**config.mk**
```make
export PLATFORM = sky130hd
export DESIGN_NAME = hef_sqrt
export DESIGN_NICKNAME = d
export VERILOG_FILES = /design/src/sv/hef_pkg.sv /design/src/sv/hef_sqrt.sv
export SDC_FILE = /design/constraint.sdc
export NUM_CORES = 1
export LEC_CHECK = 0
export ABC_AREA = 1
export BUFFER_PORTS_ARGS = -buffer_cell sky130_fd_sc_hd__buf_2
export CAP_MARGIN = 20
export CORE_ASPECT_RATIO = 0.7
export CORE_MARGIN = 4
export CORE_UTILIZATION = 25
export DETAILED_ROUTE_END_ITERATION = 7
export GPL_TIMING_DRIVEN = 0
export MAX_ROUTING_LAYER = met4
export REMOVE_ABC_BUFFERS = 1
export SLEW_MARGIN = 20
export SYNTH_ARGS = -nofsm -noshare
export SYNTH_HDL_FRONTEND = slang
export SYNTH_SLANG_ARGS = --single-unit
```
**constraint.sdc**
```tcl
create_clock -name aclk -period 4.8 [get_ports aclk]
set_clock_uncertainty 0.2 [all_clocks]
set_input_delay 0.48 -clock aclk [delete_from_list [all_inputs] [get_ports aclk]]
set_output_delay 0.48 -clock aclk [all_outputs]
set_load 0.03 [all_outputs]
```
**src/sv/hef_pkg.sv**
```systemverilog
`timescale 1ns / 1ps
package hef_pkg;

    localparam int STREAMS     = 8;
    localparam int SLOT_W      = 3;
    localparam int SAMPLE_BITS = 24;
    localparam int SLOT_WORDS  = 33;
    localparam int MEM_DEPTH   = STREAMS * SLOT_WORDS;
    localparam int ADDR_W      = 9;
    localparam int ENV_W       = 25;
    localparam int RECIP_W     = 32;

    localparam logic [ENV_W-1:0]   ENV_MAX   = {ENV_W{1'b1}};
    localparam logic [RECIP_W-1:0] RECIP_MAX = {RECIP_W{1'b1}};

    localparam logic [1:0] REG_RELEASE    = 2'd0;
    localparam logic [1:0] REG_OVERSAMPLE = 2'd1;

    typedef enum logic [4:0] {
        ST_IDLE, ST_RD0, ST_RD1, ST_YC, ST_M2, ST_W0, ST_DR, ST_DW,
        ST_SQ1, ST_SQ2, ST_SQ3, ST_SQRT0, ST_SQRT, ST_REL1, ST_REL2, ST_REL3,
        ST_DIV0, ST_DIV, ST_OUT
    } state_t;

    // Section coefficients, Q0.24; chain one then chain two.
    function automatic logic signed [31:0] coef(input logic [3:0] idx);
        logic signed [31:0] c;
        case (idx)
            4'd0:    c = 32'sd16769391;
            4'd1:    c = 32'sd16727272;
            4'd2:    c = 32'sd16629309;
            4'd3:    c = 32'sd16367803;
            4'd4:    c = 32'sd15668065;
            4'd5:    c = 32'sd13884142;
            4'd6:    c = 32'sd9914629;
            4'd7:    c = 32'sd3688505;
            4'd8:    c = 32'sd16751688;
            4'd9:    c = 32'sd16689741;
            4'd10:   c = 32'sd16530376;
            4'd11:   c = 32'sd16101368;
            4'd12:   c = 32'sd14973105;
            4'd13:   c = 32'sd12241872;
            4'd14:   c = 32'sd6932359;
            default: c = 32'sd1040021;
        endcase
        return c;
    endfunction

    function automatic logic signed [31:0] sat32(input logic signed [41:0] v);
        logic signed [31:0] r;
        if (v > 42'sd2147483647) r = 32'sh7FFFFFFF;
        else if (v < -42'sd2147483648) r = 32'sh80000000;
        else r = v[31:0];
        return r;
    endfunction

endpackage

```
**src/sv/hef_sqrt.sv**
```systemverilog
`timescale 1ns / 1ps
module hef_sqrt import hef_pkg::*; (
    input  logic        aclk,
    input  logic        aresetn,
    input  logic        start,
    input  logic [63:0] value,
    output logic [31:0] root,
    output logic        done
);
    logic [63:0] v_reg, v_next;
    logic [35:0] rem_reg, rem_next;
    logic [31:0] root_reg, root_next;
    logic [5:0]  cnt_reg, cnt_next;
    logic        busy_reg, busy_next;
    logic        done_reg, done_next;
    logic [35:0] shifted, trial;

    always_comb begin
        v_next    = v_reg;
        rem_next  = rem_reg;
        root_next = root_reg;
        cnt_next  = cnt_reg;
        busy_next = busy_reg;
        done_next = 1'b0;
        shifted   = {rem_reg[33:0], v_reg[63:62]};
        trial     = {2'b00, root_reg, 2'b01};
        if (start) begin
            v_next    = value;
            rem_next  = '0;
            root_next = '0;
            cnt_next  = '0;
            busy_next = 1'b1;
        end else if (busy_reg) begin
            // one result bit a step
            v_next = {v_reg[61:0], 2'b00};
            if (shifted >= trial) begin
                rem_next  = shifted - trial;
                root_next = {root_reg[30:0], 1'b1};
            end else begin
                rem_next  = shifted;
                root_next = {root_reg[30:0], 1'b0};
            end
            cnt_next = cnt_reg + 6'd1;
            if (cnt_reg == 6'd31) begin
                busy_next = 1'b0;
                done_next = 1'b1;
            end
        end
    end

    always_ff @(posedge aclk) begin
        v_reg    <= v_next;
        rem_reg  <= rem_next;
        root_reg <= root_next;
        cnt_reg  <= cnt_next;
        if (!aresetn) begin
            busy_reg <= 1'b0;
            done_reg <= 1'b0;
        end else begin
            busy_reg <= busy_next;
            done_reg <= done_next;
        end
    end

    assign root = root_reg;
    assign done = done_reg;
endmodule

```
; ---- Word-level counts from Yosys, hierarchy flattened
; Cells that the tools add are included.
[word_totals]
register_bits = 138
[op_classes]
eq_ne = 1
add_sub_neg = 2
bitwise_logic = 2
reduce_logical = 2
order_cmp = 1
mux = 8
[op_table]
columns = cell, count
row1 = $mux 64, 2
row2 = $ge 36x34->1, 1
row3 = $mux 34, 1
row4 = $sub 34x34->34, 1
row5 = $add 6x1->6 const B, 1
row6 = $eq 6x5->1 const B, 1
row7 = $mux 1, 5
row8 = $reduce_or 3->1, 1
row9 = $not 1->1, 2
row10 = $reduce_bool 2->1, 1

; ---- Depth between registers and ports, before layout
[depth]
word_depth = 4
mapped_depth = 18
ltp_nobuf = 18

; ---- Worst setup path before layout
; Ideal clock, no wire load.
[synth_path]
path_type = input-to-reg
start = input start
end = register v_reg[0], enable pin
setup_time_ns = 0.454
n_path_buf = 2
slack_ns = 1.293
t_arrival_ns = 2.853
t_required_ns = 4.146
stages = 4
cell_sequence = clkbuf_1 nor2_2 inv_2 clkbuf_1
[synth_between]
elab_chain_len = 1
[synth_lines]
columns = item, line_no
row1 = from (decl), hef_sqrt.sv:5  ; input logic start,
row2 = $reduce_bool 2->1 (no line), -
row3 = to (signal assigned), hef_sqrt.sv:52  ; v_reg <= v_next;
row4 = to (decl), hef_sqrt.sv:10  ; logic [63:0] v_reg, v_next;
; Every way passes these cells.
; A chain may end at the register's enable or synchronous reset.

; ---- Worst setup path after layout
[layout_path]
start = register root_reg[5], in the netlist root[5]
end = register rem_reg[26]
[layout_between]
elab_chain_len = 2
elab_cells_between_ends = 3
classes_between = add/sub: 1 / order compare: 1 / mux: 1
[layout_lines]
columns = item, line_no
row1 = from (decl), hef_sqrt.sv:12  ; logic [31:0] root_reg, root_next;
row2 = from (signal assigned), hef_sqrt.sv:54  ; root_reg <= root_next;
row3 = $sub 34x34->34 / $ge 36x34->1 (equally long branches), "hef_sqrt.sv:37, hef_sqrt.sv:36"
row4 = $mux 34 *, hef_sqrt.sv:36  ; if (shifted >= trial) begin
row5 = to (signal assigned), hef_sqrt.sv:53  ; rem_reg <= rem_next;
row6 = to (decl), hef_sqrt.sv:11  ; logic [35:0] rem_reg, rem_next;
; Every way passes the cells marked *; elsewhere a longest branch is shown, timed or not.

==> impl_metrics.toml <==
[clock_tree]
cts_tree = "built"
clkLatencyLatePin_ns = 0.43
ctsHtreeMaxLevel = 4
numCtsBuffers = 17
root_buffer = "clkbuf_16"
clockBufferDepth = 2
cts.hold.buffers_added = 0
cts.repair.resized = 0
clock-sinks = 138
clk_pin_slew_ns = 0.06
cts_setup_buffers = 0

[logic_synthesis]
async_flop_share = 0
synth_edf_count = 64
synth.distinct_cells = 37
synth_seq_cells = 138
ys_top_cells_by_area = "nand2_1 (25%), edfxtp_1 (23%), dfxtp_1 (18%), inv_1 (7.0%), ha_1 (5.3%)"
synth_area_per_cell_um2 = 7.02
yosysSeqAreaShare = 0.409
yosysTopAreaCell = "nand2_1"
syn-cell-area_mm2 = 0.00833
yosys_warnings = 0
synthCells = 1186
synth_top_area_share = 0.252
yosys.cell_count.top_type = "nand2_1"
synth_commonest_cells = "nand2_1 (559), inv_1 (155), dfxtp_1 (74)"
ys.flop_type = "dfxtp_1"

[timing]
rsz0062_at_grt = "no"
setup_tns_ns = 0
relSlewSlack = 0.484
setup_violations = 0
post-route-min-period_ns = 3.56
setup_slack_ns = 1.24
tightestPinTransition_ns = 0.771
fmax_mhz = 281
slew_viol_final = 0
hold_viol = 0
period_share = 0.742

[critical_path]
critical-path-max-stage-delay_ns = 0.56
reg2reg_from = "root[5]$_SDFFE_PP0P_"
cp_max_fo = 35
crit_arrival_ns = 3.73
path_class = "flip-flop to flip-flop"
cp_slowest_cell = "nand2_4"
cp_data_required_time_ns = 4.96
worst_path_most_repeated_cell = "nand2_1"
crit_start = "root[5]$_SDFFE_PP0P_"
crit_path_end_kind = "flip-flop"
crit_family = "simple AND/OR/NAND/NOR gates"
startpoint_type = "flip-flop"
worst-path-buf-inv = 1
crit_chain = "inv_1, ha_1, nand2_1, nor2_2, nand2_1, nor2_1, nand2_1, nand3_2, nand3_4, nand2_4, nand2_1, nand2_1, nand2_1, nand2_1"

[routing]
drt_pass1_iterations = 5
drt_iter0_drc = 652
drc = 0
routed_wl_mm = 23.6
final_antenna_net_count = 0
wire_per_inst_um = 13.8
via_per_inst = 4.36
vias = 7464

[global_routing]
gr-total-overflow = 0
grt_pass1_wl_mm = 37.8
antenna_found_initial = 0
grt_pass1_vias = 7112
grt_max_degree = 77
track_usage = 0.134

[layout]
largest_reg_flops = 64
diodes = 0
drive_gt1_frac = 0.136
fin_cells = 1710
fill_cells = 3664
syn_to_final_growth_pct = 17.9
nets = 1372

[placed_design]
place_ws_ns = 0.886
port_buffers = 99
dp_hpwl_mm = 17.4
gp_congestion = 0.883
dp.cells = 1678

[floorplanning]
die_area_mm2 = 0.0364
io_pins = 100
start_util = 0.255
die_y_um = 161
rows = 55
core-area_mm2 = 0.0326
fp.dieW_um = 226

[power_and_ir_drop]
p_leak_uw = 0.00511
power_switching_uw = 4200
p_seq_frac = 0.187
p_int_uw = 3930
switching_share = 0.517
power.total_uw = 8140
vdd_drop_max_mv = 0.312
pwr-share-clk = 0.171
power_frac_comb = 0.642
power_density_mw_per_mm2 = 829

[outcome]
status = "finished, final reports clean"

[hold_path]
min_from = "aresetn"
hp-class = "input pin to flip-flop"

[job]
maxCapViolCount = 0
[area by class of cell]
cell class                      count  area, µm²  area share
Sequential cell                   138       3400       0.347
Clock buffer                       23        512      0.0521
Multi-Input combinational cell    854       4090       0.416
Inverter                          157        597      0.0608
Tap cell                          427        534      0.0544
Timing Repair Buffer              102        581      0.0591
Clock inverter                      9        109      0.0111
[kinds of logic after synthesis]
| kind of cell | after synthesis | synth area share |
|---|---|---|
| AO/OA/AOI/OAI | 82 | 0.0569 |
| XOR/XNOR | 15 | 0.0158 |
| adder cells (fa/ha/maj) | 35 | 0.0526 |
| buffers and inverters | 194 | 0.103 |
| flip-flops | 138 | 0.409 |
| AND/OR/NAND/NOR | 722 | 0.364 |
[path summary, 6_finish.rpt]
check | end | slack (ns) | depth (start not counted)
hold / removal | done$_SDFF_PP0_ | 0.10 | 3
hold reg to reg | rem_reg[32]$_SDFFE_PP0P_ | 0.26 | 2
setup / recovery | rem_reg[26]$_SDFFE_PP0P_ | 1.24 | 14
setup reg to reg | rem_reg[26]$_SDFFE_PP0P_ | 1.24 | 14
[tightest hold or removal path: stages]
cell     delay (ns)
buf_2          0.11
nand2_1        0.05
nor2_1         0.04
[through the flow]
| step | util | hold slack [ns] | instance area [µm²] |
|---|---|---|---|
| after floorplan | - | 0.227 | 8070 |
| final | 0.301 | 0.100 | 9820 |
| after global placement | 0.279 | 0.243 | 9090 |
| after CTS | 0.301 | 0.0799 | 9820 |
| after detailed placement | 0.282 | 0.245 | 9200 |
| after global routing | 0.301 | 0.0949 | 9820 |
[placed cells by master, fill, tap and decap left out, types with 2 or more instances in the layout]
master / netlist / routed
nand2_1: 559 / 558
inv_1: 155 / 154
buf_2: 0 / 98
dfxtp_1: 74 / 74
edfxtp_1: 64 / 64
nand3_1: 58 / 58
nor2_1: 48 / 48
ha_1: 35 / 35
a21oi_1: 32 / 32
o22ai_1: 31 / 31
clkbuf_16: 0 / 19
nand3_2: 12 / 12
o21ai_0: 10 / 10
xor2_1: 10 / 10
nand4_1: 8 / 8
nand2_2: 6 / 7
o21bai_1: 6 / 6
nand3b_1: 6 / 6
nor2_2: 7 / 5
xnor2_1: 5 / 5
nor2_4: 2 / 4
nor3_1: 4 / 4
nand3b_2: 4 / 4
clkinv_2: 0 / 3
buf_16: 0 / 3
inv_6: 0 / 2
nand2_4: 2 / 2
a21oi_2: 2 / 2
clkbuf_8: 3 / 2
clkinv_4: 0 / 2
bufinv_16: 0 / 2
[power groups by stage]
stage	Sequential (µW)	Combinational, µW	Clock (µW)
final	1520	5220	1400
after global routing	1540	5930	1490
after floorplan	1520	3730	0
after CTS	1520	5180	1440
after detailed placement	1540	5140	0
after global placement	1540	5050	0
[routing by layer]
| layer | GRT usage | wire length [µm] | vias up |
|---|---|---|---|
| met2 | 0.182 | 9280 | 123 |
| met5 | - | 0 | - |
| met4 | 0.0263 | 152 | 0 |
| met3 | 0.0252 | 1090 | 11 |
| met1 | 0.205 | 13100 | 3438 |
| li1 | - | - | 3892 |
(Power assumes the default switching activity.)
