$ cat config.mk
export PLATFORM = sky130hd
export DESIGN_NAME = hef_recip
export DESIGN_NICKNAME = d
export VERILOG_FILES = /design/src/sv/hef_pkg.sv /design/src/sv/hef_recip.sv
export SDC_FILE = /design/constraint.sdc
export NUM_CORES = 1
export LEC_CHECK = 0
export BUFFER_PORTS_ARGS = -buffer_cell sky130_fd_sc_hd__buf_2
export CAP_MARGIN = 20
export CORE_ASPECT_RATIO = 0.8
export CORE_MARGIN = 1.5
export CORE_UTILIZATION = 25
export DETAILED_ROUTE_END_ITERATION = 6
export SETUP_SLACK_MARGIN = 0.1
export SLEW_MARGIN = 25
export SYNTH_ARGS = -nofsm -noshare
export SYNTH_HDL_FRONTEND = slang
export SYNTH_SLANG_ARGS = --single-unit
export TNS_END_PERCENT = 20
$ cat constraint.sdc
create_clock -name aclk -period 3.8 [get_ports aclk]
set_input_delay 0 -clock aclk [delete_from_list [all_inputs] [get_ports aclk]]
set_output_delay 0 -clock aclk [all_outputs]
set_load 0.02 [all_outputs]
$ cat src/sv/hef_pkg.sv
`timescale 1ns / 1ps
package hef_pkg;

    localparam int STREAMS     = 8;
    localparam int SLOT_W      = 3;
    localparam int SAMPLE_BITS = 24;
    localparam int SLOT_WORDS  = 33;
    localparam int MEM_DEPTH   = STREAMS * SLOT_WORDS;
    localparam int ADDR_W      = 9;
    localparam int ENV_W       = 25;
    localparam int RECIP_W     = 32;

    localparam logic [ENV_W-1:0]   ENV_MAX   = {ENV_W{1'b1}};
    localparam logic [RECIP_W-1:0] RECIP_MAX = {RECIP_W{1'b1}};

    localparam logic [1:0] REG_RELEASE    = 2'd0;
    localparam logic [1:0] REG_OVERSAMPLE = 2'd1;

    typedef enum logic [4:0] {
        ST_IDLE, ST_RD0, ST_RD1, ST_YC, ST_M2, ST_W0, ST_DR, ST_DW,
        ST_SQ1, ST_SQ2, ST_SQ3, ST_SQRT0, ST_SQRT, ST_REL1, ST_REL2, ST_REL3,
        ST_DIV0, ST_DIV, ST_OUT
    } state_t;

    // Section coefficients, Q0.24; chain one then chain two.
    function automatic logic signed [31:0] coef(input logic [3:0] idx);
        logic signed [31:0] c;
        case (idx)
            4'd0:    c = 32'sd16769391;
            4'd1:    c = 32'sd16727272;
            4'd2:    c = 32'sd16629309;
            4'd3:    c = 32'sd16367803;
            4'd4:    c = 32'sd15668065;
            4'd5:    c = 32'sd13884142;
            4'd6:    c = 32'sd9914629;
            4'd7:    c = 32'sd3688505;
            4'd8:    c = 32'sd16751688;
            4'd9:    c = 32'sd16689741;
            4'd10:   c = 32'sd16530376;
            4'd11:   c = 32'sd16101368;
            4'd12:   c = 32'sd14973105;
            4'd13:   c = 32'sd12241872;
            4'd14:   c = 32'sd6932359;
            default: c = 32'sd1040021;
        endcase
        return c;
    endfunction

    function automatic logic signed [31:0] sat32(input logic signed [41:0] v);
        logic signed [31:0] r;
        if (v > 42'sd2147483647) r = 32'sh7FFFFFFF;
        else if (v < -42'sd2147483648) r = 32'sh80000000;
        else r = v[31:0];
        return r;
    endfunction

endpackage

$ cat src/sv/hef_recip.sv
`timescale 1ns / 1ps
module hef_recip import hef_pkg::*; (
    input  logic               aclk,
    input  logic               aresetn,
    input  logic               start,
    input  logic [ENV_W-1:0]   den,
    output logic [RECIP_W-1:0] quot,
    output logic               done
);
    logic [ENV_W-1:0] den_reg, den_next;
    logic [ENV_W:0]   rem_reg, rem_next;
    logic [39:0]      q_reg, q_next;
    logic [5:0]       cnt_reg, cnt_next;
    logic             busy_reg, busy_next;
    logic             done_reg, done_next;
    logic [ENV_W:0]   shifted;

    always_comb begin
        den_next  = den_reg;
        rem_next  = rem_reg;
        q_next    = q_reg;
        cnt_next  = cnt_reg;
        busy_next = busy_reg;
        done_next = 1'b0;
        // dividend is 2^39: its only set bit enters on the first step
        shifted   = {rem_reg[ENV_W-1:0], (cnt_reg == 6'd0)};
        if (start) begin
            den_next  = den;
            rem_next  = '0;
            q_next    = '0;
            cnt_next  = '0;
            busy_next = 1'b1;
        end else if (busy_reg) begin
            if (shifted >= {1'b0, den_reg}) begin
                rem_next = shifted - {1'b0, den_reg};
                q_next   = {q_reg[38:0], 1'b1};
            end else begin
                rem_next = shifted;
                q_next   = {q_reg[38:0], 1'b0};
            end
            cnt_next = cnt_reg + 6'd1;
            if (cnt_reg == 6'd39) begin
                busy_next = 1'b0;
                done_next = 1'b1;
            end
        end
    end

    always_ff @(posedge aclk) begin
        den_reg <= den_next;
        rem_reg <= rem_next;
        q_reg   <= q_next;
        cnt_reg <= cnt_next;
        if (!aresetn) begin
            busy_reg <= 1'b0;
            done_reg <= 1'b0;
        end else begin
            busy_reg <= busy_next;
            done_reg <= done_next;
        end
    end

    assign quot = (q_reg[39:32] != 8'd0) ? RECIP_MAX : q_reg[31:0];
    assign done = done_reg;
endmodule

* Word level (Yosys, flattened, before mapping)
Index checks and enable logic that the tools add are counted.
Operators by class: muxes and demuxes 7, reduce and logical (&&, ||, !) cells 3, eq/ne operators 1, bitwise logic cells 2, add/sub/neg operators 2, magnitude comparators 1
Operators by type and width (number):
- 32-bit two-way mux | 1
- 26-bit by 25-bit >= comparator with 1-bit output | 1
- 25-bit two-way mux | 1
- 25-bit subtractor | 1
- 8-bit nonzero test | 1
- 6-bit by 1-bit adder with 6-bit output (second input constant) | 1
- 6-bit == test (second input constant) | 1
- 6-bit zero test | 1
- 1-bit two-way mux | 5
- 3-bit OR reduction | 1
- 1-bit NOT | 2
Storage, ports and cells: output and inout bits 33, register bits after elaboration 98

* Longest topological paths before layout
Gate-level depths: netlist of run 1.
word-level depth 4, depth in mapped cells 14, gate-level depth less buffers 13

* Worst setup path after synthesis of run 1
OpenSTA, ideal clock, no wires.
path kind flip-flop to flip-flop, from reg cnt_reg[0], to reg rem_reg[19], library setup time 132 ps, buffers on the path 1, period minus slack after synthesis 3079 ps, stages on the path, launching flop included 15, path slack 721 ps, data required time 3668 ps, arrival 2947 ps, cell sequence dfxtp_1 > inv_1 > ha_1 > nand3_1 > ha_1 > inv_1 > fa_1 > a211oi_1 > o211ai_1 > a21oi_1 > a211oi_2 > or2_2 > buf_2 > a311oi_1 > nor3_1
On the way: word-level cells in the longest chain between the ends 3
Ends and longest elaborated chain:
- start, declared | line hef_recip.sv:13 | logic [5:0] cnt_reg, cnt_next;
- start signal, assigned | line hef_recip.sv:53 | cnt_reg <= cnt_next;
- 6-bit zero test * | line hef_recip.sv:26 | shifted = {rem_reg[ENV_W-1:0], (cnt_reg == 6'd0)};
- 25-bit subtractor / 26-bit by 25-bit >= comparator with 1-bit output (equally long branches) | line hef_recip.sv:35, hef_recip.sv:34
- 25-bit two-way mux * | line hef_recip.sv:34 | if (shifted >= {1'b0, den_reg}) begin
- end signal, assigned | line hef_recip.sv:51 | rem_reg <= rem_next;
- end, declared | line hef_recip.sv:11 | logic [ENV_W:0] rem_reg, rem_next;
Every way passes the cells marked *; elsewhere a longest branch is shown, timed or not. A chain may end at the register's enable or synchronous reset.

* Worst setup path in the final report of run 1
from reg cnt_reg[0], to reg rem_reg[21]
The elaborated chain is that of the path after synthesis.

==> results of run 1 <==
==> cells in the mapped netlist (all sizes together) (2+ instances only) <==
cell type,n,area [um^2]
o31a,3,26.3
a21oi,28,140
a211oi,9,72.6
nor4,5,31.3
a2111oi,2,17.5
or4,4,30.0
nand2b,2,12.5
ha,27,338
nor3b,3,22.5
or2,35,219
nand4,11,68.8
inv,30,113
xnor2,6,52.6
o21ai,21,105
nor2b,4,25.0
or3,6,37.5
o21bai,2,15.0
and3,3,18.8
nand2,64,240
clkbuf,20,75.1
a21o,6,45.0
dfxtp,73,1460
nand3b,2,15.0
a311oi,18,158
o21a,4,30.0
edfxtp,25,751
o221ai,2,35.0
o2111ai,2,17.5
mux2i,40,400
buf,14,68.8
xor2,9,78.8
nand3,9,50.1
nor2,80,303
o211ai,5,37.5
a31oi,2,12.5
nor3,13,65.1
==> power by group through the flow <==
stage / clock [mW] / combinational [mW] / sequential, mW
detailed placement: 0 / 0.533 / 1.19
floorplan: 0 / 0.422 / 1.17
global route: 0.953 / 0.629 / 1.17
CTS: 0.915 / 0.557 / 1.16
global placement: 0 / 0.535 / 1.19
finish: 0.874 / 0.559 / 1.16
==> worst paths after layout <==
kind / to / slack (ps) / start / depth (start not counted)
hold / removal: q_reg[27] / 270 / start / 2
setup / recovery: rem_reg[21] / 520 / cnt_reg[0] / 14
setup reg to reg: rem_reg[21] / 520 / cnt_reg[0] / 14
hold reg to reg: q_reg[39] / 500 / q_reg[39] / 2
==> metal layers <==
| metal | vias up | wire length (um) | GRT usage [%] |
|---|---|---|---|
| li1 | 2261 | - | - |
| met1 | 1987 | 6700 | 17.2 |
| met2 | 80 | 4910 | 16.0 |
| met3 | 5 | 520 | 2.79 |
| met4 | 0 | 75 | 3.00 |
| met5 | - | 0 | 0 |
==> critical path: cells and delay by family, from the launching register on <==
family,cells,cell delay (ps)
DFF,1,400
adders and majority gates,3,770
buffers and inverters,3,330
AOI/OAI and AO/OA,5,1240
and+or+nand+nor,3,410
==> what timing repair did <==
item	in CTS	in global routing
resized for setup	0	2
setup endpoints to repair	0	25
hold buffers	26	0
endpoints found under the hold margin	27	0
setup buffers	0	0
==> cells in the final DEF, fill, tap and decap left out, drive strengths merged, types with 18 or more instances in the layout <==
master       count
a21oi           28
a311oi          18
buf             65
dfxtp           73
dlygate4sd3     26
edfxtp          25
ha              27
inv             31
mux2i           40
nand2           64
nor2            80
o21ai           21
or2             35
==> logic make-up (layout without fill, tap and decap cells) <==
family          count (synthesis)  in the layout  synth area share, %
flops                          98             98                 41.8
compound gates                111            111                 14.5
buf+inv                        65            138                 4.91
simple gates                  243            243                 21.8
mux                            41             41                 7.77
fa+ha+maj                      28             28                 6.75
xor+xnor                       15             15                 2.48
==> cell type report <==
class / count / area share (%)
flip-flops and latches: 98 / 34.7
multi-input cells: 438 / 44.4
inverters: 31 / 1.82
clock buffers: 12 / 4.04
repair buffers: 91 / 9.41
clock inverters: 4 / 0.372
well taps: 269 / 5.27
==> out/results.tsv, run 1 <==
stage	metric	value	unit
place	gp_congestion	0.845	
power	peakVddDrop	0.202	mV
cells_and_area	largest_reg_flops	40	
global_routing	grt_pass1_vias	4126	
run_status	status	completed	
route	wl	12200	um
place	placed_cells	901	
route	avgViaCountPerCell	4.59	
sta	final.period_utilization	86.4	%
sta	fin_crit	3280	ps
place	dpl.hpwl	8480	um
worst_setup_path	slowest_delay	410	ps
min_path	min_path_type	in -> reg	
cells_and_area	syn_to_final_growth	20.5	%
floorplanning	fp.coreArea	20800	um^2
worst_setup_path	crit_slowest_cell	fa_1	
sta	fin_skew	8.71	ps
power	p_per_area	407	nW/um^2
clock_network	cts.sinks	98	
global_routing	grt_max_degree	85	
clock_network	path_clk_slew	60	ps
route	drtIter0Drc	313	
power	seq_power_share	44.8	%
cells_and_area	seq_area	2220	um^2
clock_network	cts_inserted_buffers	9	
logic_synthesis	syn_area	5300	um^2
clock_network	clk_latency	350	ps
cells_and_area	n_fill_cell	2190	
logic_synthesis	synthFlopType	dfxtp_1	
cells_and_area	instances_no_fill	943	
route	drcViolationCount	0	
place	pre_cts_ws	219	ps
logic_synthesis	seq_area_frac_synth	41.8	%
global_routing	grt_pass1_wl	20600	um
logic_synthesis	yosys_warnings	0	
logic_synthesis	synthArstFlopShare	0	%
power	clockPowerShare	33.7	%
logic_synthesis	syn_nets	657	
worst_setup_path	setup.worst_path.end_class	register	
global_routing	grtUsageTotal	11.4	%
sta	rsz0062_at_grt	false	
worst_setup_path	crit_arrival	3520	ps
sta	relSlewSlack	31.4	%
worst_setup_path	crit_path_cell_trace	inv_1 -> ha_1 -> nand3_1 -> ha_1 -> inv_1 -> fa_1 -> a211oi_1 -> o211ai_1 -> a21oi_2 -> a211oi_2 -> nor2_2 -> buf_4 -> nor3_1 -> o31a_1	
logic_synthesis	syn_inst	601	
sta	fin_tns_setup	0	ps
sta	clock.fmax	305	MHz
sta	whs	267	ps
sta	maxSlewViolCount	0	
power	p_comb_share	21.5	%
worst_setup_path	crit_type	reg -> reg	
logic_synthesis	syn_area_per_cell	8.81	um^2
place	io_buffers	60	
clock_network	clk_path_buf_depth	2	
global_routing	grt.overflow.total	0	
floorplanning	initial_core_util	25.5	%
cells_and_area	fin_nets	725	
floorplanning	die_width	166	um
logic_synthesis	synth_edf_count	25	
cells_and_area	postLayoutCoreUtil	30.7	%
route	dr.pass1.iters	6	
sta	finalSetupViolations	0	
sta	hold_viol	0	
logic_synthesis	synth.distinct_cells	54	
cells_and_area	final_cell_area	6380	um^2
floorplanning	dieHeight	133	um
route	wl_per_cell	12.9	um
power	p_sw	762	uW
floorplanning	rows	47	
logic_synthesis	ys_ff_latch	98	
power	intPower	1.83	mW
sta	fin_ws	517	ps
sta	timing_worst_slew_pin_value	1000	ps
clock_network	clockRootBuffer	clkbuf_16	
worst_setup_path	crit_fanout	10	
clock_network	cts_tree	built	
worst_setup_path	crit_path_start_kind	register	
clock_network	cts.htree.levels	3	
route	routed-via-count	4333	
power	netSwitchingFraction	29.3	%
route	postRouteAntennaNets	0	
job	cap_violations	0	
cells_and_area	multi_input_area	2830	um^2
power	power	2.60	mW
floorplanning	ioPinCount	61	
cells_and_area	diodes	0	
global_routing	grt_antenna_before_repair	0	
floorplanning	design.die.area	22100	um^2
power	power_leakage	2.75	nW
cells_and_area	drive_above_1_share	18.0	%
worst_setup_path	cp_data_required_time	4030	ps
place	placed_area	5830	um^2
No activity file was read; power rests on OpenSTA's default activity.
==> run 2, diff against run 1 <==
--- a/config.mk
+++ b/config.mk
@@ -10,6 +10,7 @@
 export CORE_ASPECT_RATIO = 0.8
 export CORE_MARGIN = 1.5
 export CORE_UTILIZATION = 25
+export CTS_BUF_LIST = sky130_fd_sc_hd__clkbuf_8
 export DETAILED_ROUTE_END_ITERATION = 6
 export SETUP_SLACK_MARGIN = 0.1
 export SLEW_MARGIN = 25
==> run 2 against run 1 <==
Net effect:
- sequential cell count stayed put
- setup slack got worse by 8.2 ps
- clock power shrank 24%
- routed wire length about the same
- non-clock buffer count is the same
- total power down 8.2%
- sequential power about the same
- clock-buffer cell count shrank 3
- final area fell by 1.5%
- clock skew increased by 2.9 ps
- register-to-register slack is essentially flat
- critical path type unchanged
- critical endpoint unchanged
- largest cell class unchanged
==> out/results.tsv, run 2 (same netlist as run 1, synthesis figures left out) <==
stage	metric	value	unit	change
worst_setup_path	setup.worst_path.end_class	register		
route	routed-via-count	4333		unchanged
route	wl_per_cell	12.9	um	about the same
route	wl	12200	um	about the same
clock_network	clk_path_buf_depth	2		unchanged
cells_and_area	largest_reg_flops	40		unchanged
floorplanning	ioPinCount	61		unchanged
cells_and_area	final_cell_area	6290	um^2	-1.5%
run_status	status	completed		
cells_and_area	syn_to_final_growth	18.7	%	
floorplanning	design.die.area	22100	um^2	unchanged
power	power	2.38	mW	-8.2%
global_routing	grt_antenna_before_repair	0		unchanged
worst_setup_path	cp_data_required_time	4060	ps	+30 ps
sta	fin_tns_setup	0	ps	unchanged
place	dpl.hpwl	8480	um	unchanged
floorplanning	fp.coreArea	20800	um^2	unchanged
sta	timing_worst_slew_pin_value	1010	ps	+5.61 ps
clock_network	cts.sinks	98		unchanged
route	drtIter0Drc	319		+1.9%
global_routing	grt_max_degree	85		unchanged
worst_setup_path	crit_arrival	3550	ps	+30 ps
sta	maxSlewViolCount	0		unchanged
worst_setup_path	crit_slowest_cell	fa_1		
worst_setup_path	r2r_cells	14		unchanged
sta	hold_viol	0		unchanged
job	cap_violations	0		unchanged
global_routing	grt_pass1_wl	20600	um	-0.37%
min_path	min_path_type	in -> reg		
clock_network	clockRootBuffer	clkbuf_8		
power	p_per_area	379	nW/um^2	-6.8%
worst_setup_path	crit_path_cell_trace	inv_1 -> ha_1 -> nand3_1 -> ha_1 -> inv_1 -> fa_1 -> a211oi_1 -> o211ai_1 -> a21oi_2 -> a211oi_2 -> nor2_2 -> buf_4 -> nor3_1 -> o31a_1		
cells_and_area	final_cell_mix	nor2_1 (79), dfxtp_1 (72), nand2_1 (64)		
worst_setup_path	timing.rr.end	rem_reg[21]		
sta	relSlewSlack	31.0	%	-0.38 points
clock_network	cts_inserted_buffers	9		unchanged
clock_network	path_clk_slew	90	ps	+30 ps
clock_network	post_cts_buffers	0		unchanged
floorplanning	rows	47		unchanged
worst_setup_path	r2r-start	cnt_reg[0]		
place	gp_congestion	0.845		unchanged
clock_network	cts_tree	built		
clock_network	cts.htree.levels	3		unchanged
floorplanning	dieHeight	133	um	unchanged
route	drcViolationCount	0		unchanged
power	peakVddDrop	0.191	mV	-5.2%
route	dr.pass1.iters	4		-2
route	postRouteAntennaNets	0		unchanged
min_path	whs_path_depth	2		unchanged
sta	fin_crit	3290	ps	+8.24 ps
min_path	min-delay-start	start		
cells_and_area	final_common_cell	nor2_1		
place	io_buffers	60		unchanged
floorplanning	initial_core_util	25.5	%	unchanged
cells_and_area	drive_above_1_share	18.0	%	unchanged
sta	clock.fmax	304	MHz	-0.25%
worst_setup_path	crit_fanout	10		unchanged
cells_and_area	fin_nets	725		unchanged
sta	rsz0062_at_grt	false		
sta	final.period_utilization	86.6	%	+0.22 points
global_routing	grt_pass1_vias	4099		-0.65%
global_routing	grtUsageTotal	11.4	%	-0.045 points
worst_setup_path	crit_path_start_kind	register		
power	power_leakage	2.71	nW	-1.3%
worst_setup_path	rrSetupSlack	510	ps	about the same
worst_setup_path	slowest_delay	420	ps	about the same
sta	fin_skew	11.6	ps	+2.87 ps
floorplanning	die_width	166	um	unchanged
place	placed_area	5830	um^2	unchanged
min_path	min_to	cnt_reg[1]		
sta	finalSetupViolations	0		unchanged
clock_network	clk_latency	370	ps	+20 ps
route	avgViaCountPerCell	4.59		unchanged
global_routing	grt.overflow.total	0		unchanged
worst_setup_path	crit_type	reg -> reg		
cells_and_area	diodes	0		unchanged
[run 2: cell count changes in the layout (fill, tap and decap cells not counted), sizes merged]
cell / change
inv: +2
bufinv: +1
clkbuf: -3
[run 2: area by class of cell]
class                           count  area, um^2
Timing Repair Buffer               91         601
Clock buffer                        9         124
Tap cell                          269         337
Clock inverter                      7        61.3
Sequential cell                    98        2220
Multi-Input combinational cell    438        2830
Fill cell                        2202       14500
Inverter                           31         116
[run 2: power breakdown]
group          leakage (nW)  internal [mW]  total [mW]  switching [mW]
sequential            0.839           1.12        1.16          0.0405
clock                 0.102          0.298       0.662           0.364
combinational          1.77          0.230       0.559           0.330
total                  2.71           1.65        2.38           0.734
[run 2: per-layer routing]
layer  share of wire (%)  track usage [%]  up-vias
li1                    -                -     2259
met1                  56             17.1     2003
met2                  39             16.0       64
met3                 3.9             3.15        7
met4                0.70             2.25        0
met5                   0                0        -
[run 2: worst max path at each step]
stage / from / endpoint / cells past startpoint
6_report: cnt_reg[0] / rem_reg[21] / 14
5_1_grt: cnt_reg[0] / rem_reg[14] / 14
4_1_cts: cnt_reg[0] / rem_reg[19] / 13
3_5_place_dp: cnt_reg[0] / rem_reg[19] / 13
3_3_place_gp: cnt_reg[0] / rem_reg[19] / 13
2_1_floorplan: cnt_reg[0] / rem_reg[19] / 14
[run 2: worst max-delay path: cells and delay by family (launching register included)]
family / cells / cell delay (ps)
AOI/OAI and AO/OA: 5 / 1240
adders and majority gates: 3 / 780
buffers and inverters: 3 / 340
DFF: 1 / 410
and+or+nand+nor: 3 / 410
[run 2: what timing repair did]
item / in CTS / in global routing
gates resized for setup: 0 / 2
endpoints found under the hold margin: 27 / 0
hold buffers: 26 / 0
endpoints found under the setup margin: 0 / 25
[run 2: through the flow]
stage | setup slack, ps | hold WS (ps) | cells | util (%)
after detailed placement | 219 | 178 | 901 | 28.1
final | 509 | 259 | 943 | 30.3
after global placement | 415 | 178 | 901 | 28.1
after CTS | 213 | 230 | 943 | 30.3
after global routing | 205 | 283 | 943 | 30.3
after floorplan | 721 | 98.9 | 601 | -
==> run 3, diff against run 2 <==
--- a/config.mk
+++ b/config.mk
@@ -5,6 +5,7 @@
 export SDC_FILE = /design/constraint.sdc
 export NUM_CORES = 1
 export LEC_CHECK = 0
+export ABC_AREA = 1
 export BUFFER_PORTS_ARGS = -buffer_cell sky130_fd_sc_hd__buf_2
 export CAP_MARGIN = 20
 export CORE_ASPECT_RATIO = 0.8
==> run 3 against run 2 <==
Net effect:
- sequential cell count is the same
- global-route usage grew 1.4 points
- clock-buffer cell count is the same
- largest power group unchanged
- critical path type unchanged
- routed wire length grew 21%
- combinational power shrank 18%
- area after synthesis grew 13%
==> out/results.tsv, run 3 <==
stage	metric	value	unit	change
power	p_sw	751	uW	+2.4%
clock_network	cts.sinks	98		unchanged
logic_synthesis	syn_nets	937		+43%
logic_synthesis	ys_top_cells_by_area	dfxtp_1 (24%), nand2_1 (16%), edfxtp_1 (13%), inv_1 (10%), ha_1 (5.7%)		
clock_network	clockRootBuffer	clkbuf_8		
global_routing	grt_antenna_before_repair	0		unchanged
sta	fin_crit	2760	ps	-528 ps
cells_and_area	syn_to_final_growth	17.5	%	
power	seq_power_share	48.1	%	-0.7 points
place	gp_congestion	0.921		+9.0%
logic_synthesis	yosys.area.top_type	dfxtp_1		
sta	maxSlewViolCount	0		unchanged
logic_synthesis	synthArstFlopShare	0	%	unchanged
clock_network	clk_latency	390	ps	+20 ps
logic_synthesis	ys_ff_latch	98		unchanged
cells_and_area	final_cell_mix	nand2_1 (249), inv_1 (161), dfxtp_1 (72)		
sta	final.period_utilization	72.7	%	-14 points
logic_synthesis	post-synth-top-count-cell	nand2_1		
logic_synthesis	synth_edf_count	25		unchanged
logic_synthesis	synth_top_area_share	24.5	%	-3.1 points
place	pre_cts_ws	1030	ps	+808 ps
sta	fin_ws	1040	ps	+528 ps
cells_and_area	drive_above_1_share	11.6	%	-6.3 points
cells_and_area	fin_nets	1005		+39%
power	p_comb_share	19.1	%	-4.4 points
worst_setup_path	timing.rr.end	rem_reg[9]		
sta	timing_worst_slew_pin_value	926	ps	-83.0 ps
global_routing	grt_max_degree	65		-24%
clock_network	cts_inserted_buffers	9		unchanged
global_routing	grt_pass1_vias	5376		+31%
clock_network	cts_tree	built		
logic_synthesis	synthFlopType	dfxtp_1		
clock_network	cts.htree.levels	3		unchanged
floorplanning	dieHeight	141	um	+6.1%
job	cap_violations	0		unchanged
place	dpl.hpwl	10600	um	+25%
global_routing	grt.overflow.total	0		unchanged
min_path	min_path_type	in -> reg		
clock_network	clk_path_buf_depth	2		unchanged
place	io_buffers	60		unchanged
cells_and_area	n_fill_cell	2570		+17%
logic_synthesis	syn_area_per_cell	6.78	um^2	-23%
run_status	status	completed		
power	clockPowerShare	32.8	%	+5.0 points
min_path	min_to	rem_reg[22]		
route	drcViolationCount	0		unchanged
worst_setup_path	rrSetupSlack	1040	ps	+530 ps
sta	relSlewSlack	38.2	%	+7.2 points
worst_setup_path	crit_fanout	23		+13
worst_setup_path	cp_data_required_time	4140	ps	+80 ps
cells_and_area	largest_reg_flops	40		unchanged
route	dr.pass1.iters	5		+1
logic_synthesis	synth_common_cells	nand2_1 (249), inv_1 (161), dfxtp_1 (73), nor2_1 (67), a21oi_1 (53)		
logic_synthesis	yosys_warnings	0		unchanged
power	intPower	1.66	mW	+0.94%
global_routing	grt_pass1_wl	25900	um	+26%
min_path	whs_path_depth	3		+1
route	wl	14800	um	+21%
floorplanning	ioPinCount	61		unchanged
route	wl_per_cell	11.7	um	-9.7%
worst_setup_path	r2r-start	cnt_reg[0]		
route	avgViaCountPerCell	4.34		-5.5%
cells_and_area	diodes	0		unchanged
route	drtIter0Drc	362		+13%
sta	rsz0062_at_grt	false		
worst_setup_path	r2r_cells	15		+1
power	netSwitchingFraction	31.1	%	+0.30 points
sta	fin_tns_setup	0	ps	unchanged
logic_synthesis	syn_area	5980	um^2	+13%
floorplanning	die_width	176	um	+6.1%
power	p_per_area	344	nW/um^2	-9.3%
sta	finalSetupViolations	0		unchanged
floorplanning	design.die.area	24900	um^2	+13%
clock_network	path_clk_slew	110	ps	+20 ps
sta	hold_viol	0		unchanged
sta	fin_skew	18.2	ps	+6.58 ps
logic_synthesis	seq_area_frac_synth	37.0	%	-4.7 points
clock_network	cts_resized	0		unchanged
global_routing	grtUsageTotal	12.8	%	+1.4 points
route	routed-via-count	5500		+27%
power	peakVddDrop	0.160	mV	-16%
route	postRouteAntennaNets	0		unchanged
worst_setup_path	crit_type	reg -> reg		
power	power_leakage	3.47	nW	+28%
logic_synthesis	synth.distinct_cells	35		-35%
worst_setup_path	crit_arrival	3100	ps	-450 ps
logic_synthesis	syn_inst	881		+47%
floorplanning	fp.coreArea	23500	um^2	+13%
cells_and_area	final_common_cell	nand2_1		
sta	clock.fmax	362	MHz	+19%
worst_setup_path	crit_path_start_kind	register		
floorplanning	initial_core_util	25.5	%	-0.043 points
floorplanning	rows	50		+6.4%
worst_setup_path	setup.worst_path.end_class	register		
min_path	min-delay-start	start		
## run 3: cell types whose count changed after synthesis, sizes merged, moves of 7 or more
cell,change
a211oi,-9
a21oi,+25
a311oi,-18
inv,+133
mux2i,-40
nand2,+193
nand3,+53
nand4,+23
nor2,-7
o21ai,+24
or2,-33
## run 3: metal layers
metal  global-route usage (%)  vias up  wire length [um]
met1                     18.6     2480              7910
met4                     2.74        0               107
li1                         -     2917                 -
met3                     2.71       10               745
met5                        0        -                 0
met2                     19.4       93              6050
## run 3: kinds of logic after synthesis
kind of cell	share of synthesized area [%]
simple gates	33.9
xor+xnor	1.32
flops	37.0
buf+inv	13.0
fa+ha+maj	5.99
compound gates	8.83
## run 3: worst max path at each step
stage,from,to,depth (start not counted)
after floorplan,cnt_reg[0],rem_reg[14],15
after global placement,cnt_reg[0],rem_reg[8],15
after detailed placement,cnt_reg[0],rem_reg[13],15
after CTS,cnt_reg[0],rem_reg[9],15
after global routing,cnt_reg[0],rem_reg[3],15
final,cnt_reg[0],rem_reg[9],15
## run 3: repair_timing
item                      CTS  global route
hold buffers               26             0
hold endpoints to repair   27             0
buffers inserted            0             0
## run 3: cell type report
class / count / area (um^2) / area share (%)
Inverter: 164 / 617 / 8.78
Timing Repair Buffer: 89 / 583 / 8.30
Clock inverter: 7 / 104 / 1.48
Sequential cell: 98 / 2220 / 31.5
Tap cell: 312 / 390 / 5.56
Multi-Input combinational cell: 587 / 2990 / 42.6
Clock buffer: 9 / 124 / 1.76
## run 3: worst max-delay path, stage by stage, from the launching register on
cell and delay [ps]:
dfxtp_1 360, inv_1 60, ha_1 190, nand4_1 110
ha_1 160, inv_1 70, fa_1 450, nand3_1 130
nand3_2 110, nand2_2 140, inv_2 60, nor2_4 490
nand4_1 160, nand3_1 110, nand2_1 50, inv_1 80
## run 3: power by group through the flow
stage | Clock, mW | Combinational, mW | Sequential (mW)
3_5_place_dp | 0 | 0.443 | 1.19
3_3_place_gp | 0 | 0.444 | 1.18
2_1_floorplan | 0 | 0.322 | 1.17
5_1_grt | 0.865 | 0.519 | 1.17
6_report | 0.793 | 0.461 | 1.16
4_1_cts | 0.830 | 0.467 | 1.16
## run 3: per-stage QoR
step           cells  area [um^2]  util (%)  power (mW)  hold WS, ps
2_1_floorplan    881         5980         -        1.49         77.1
3_3_place_gp    1224         6530      27.9        1.63          178
3_5_place_dp    1224         6540      27.9        1.63          178
4_1_cts         1266         7020      29.9        2.46          166
5_1_grt         1266         7020      29.9        2.56          207
6_report        1266         7020      29.9        2.42          176
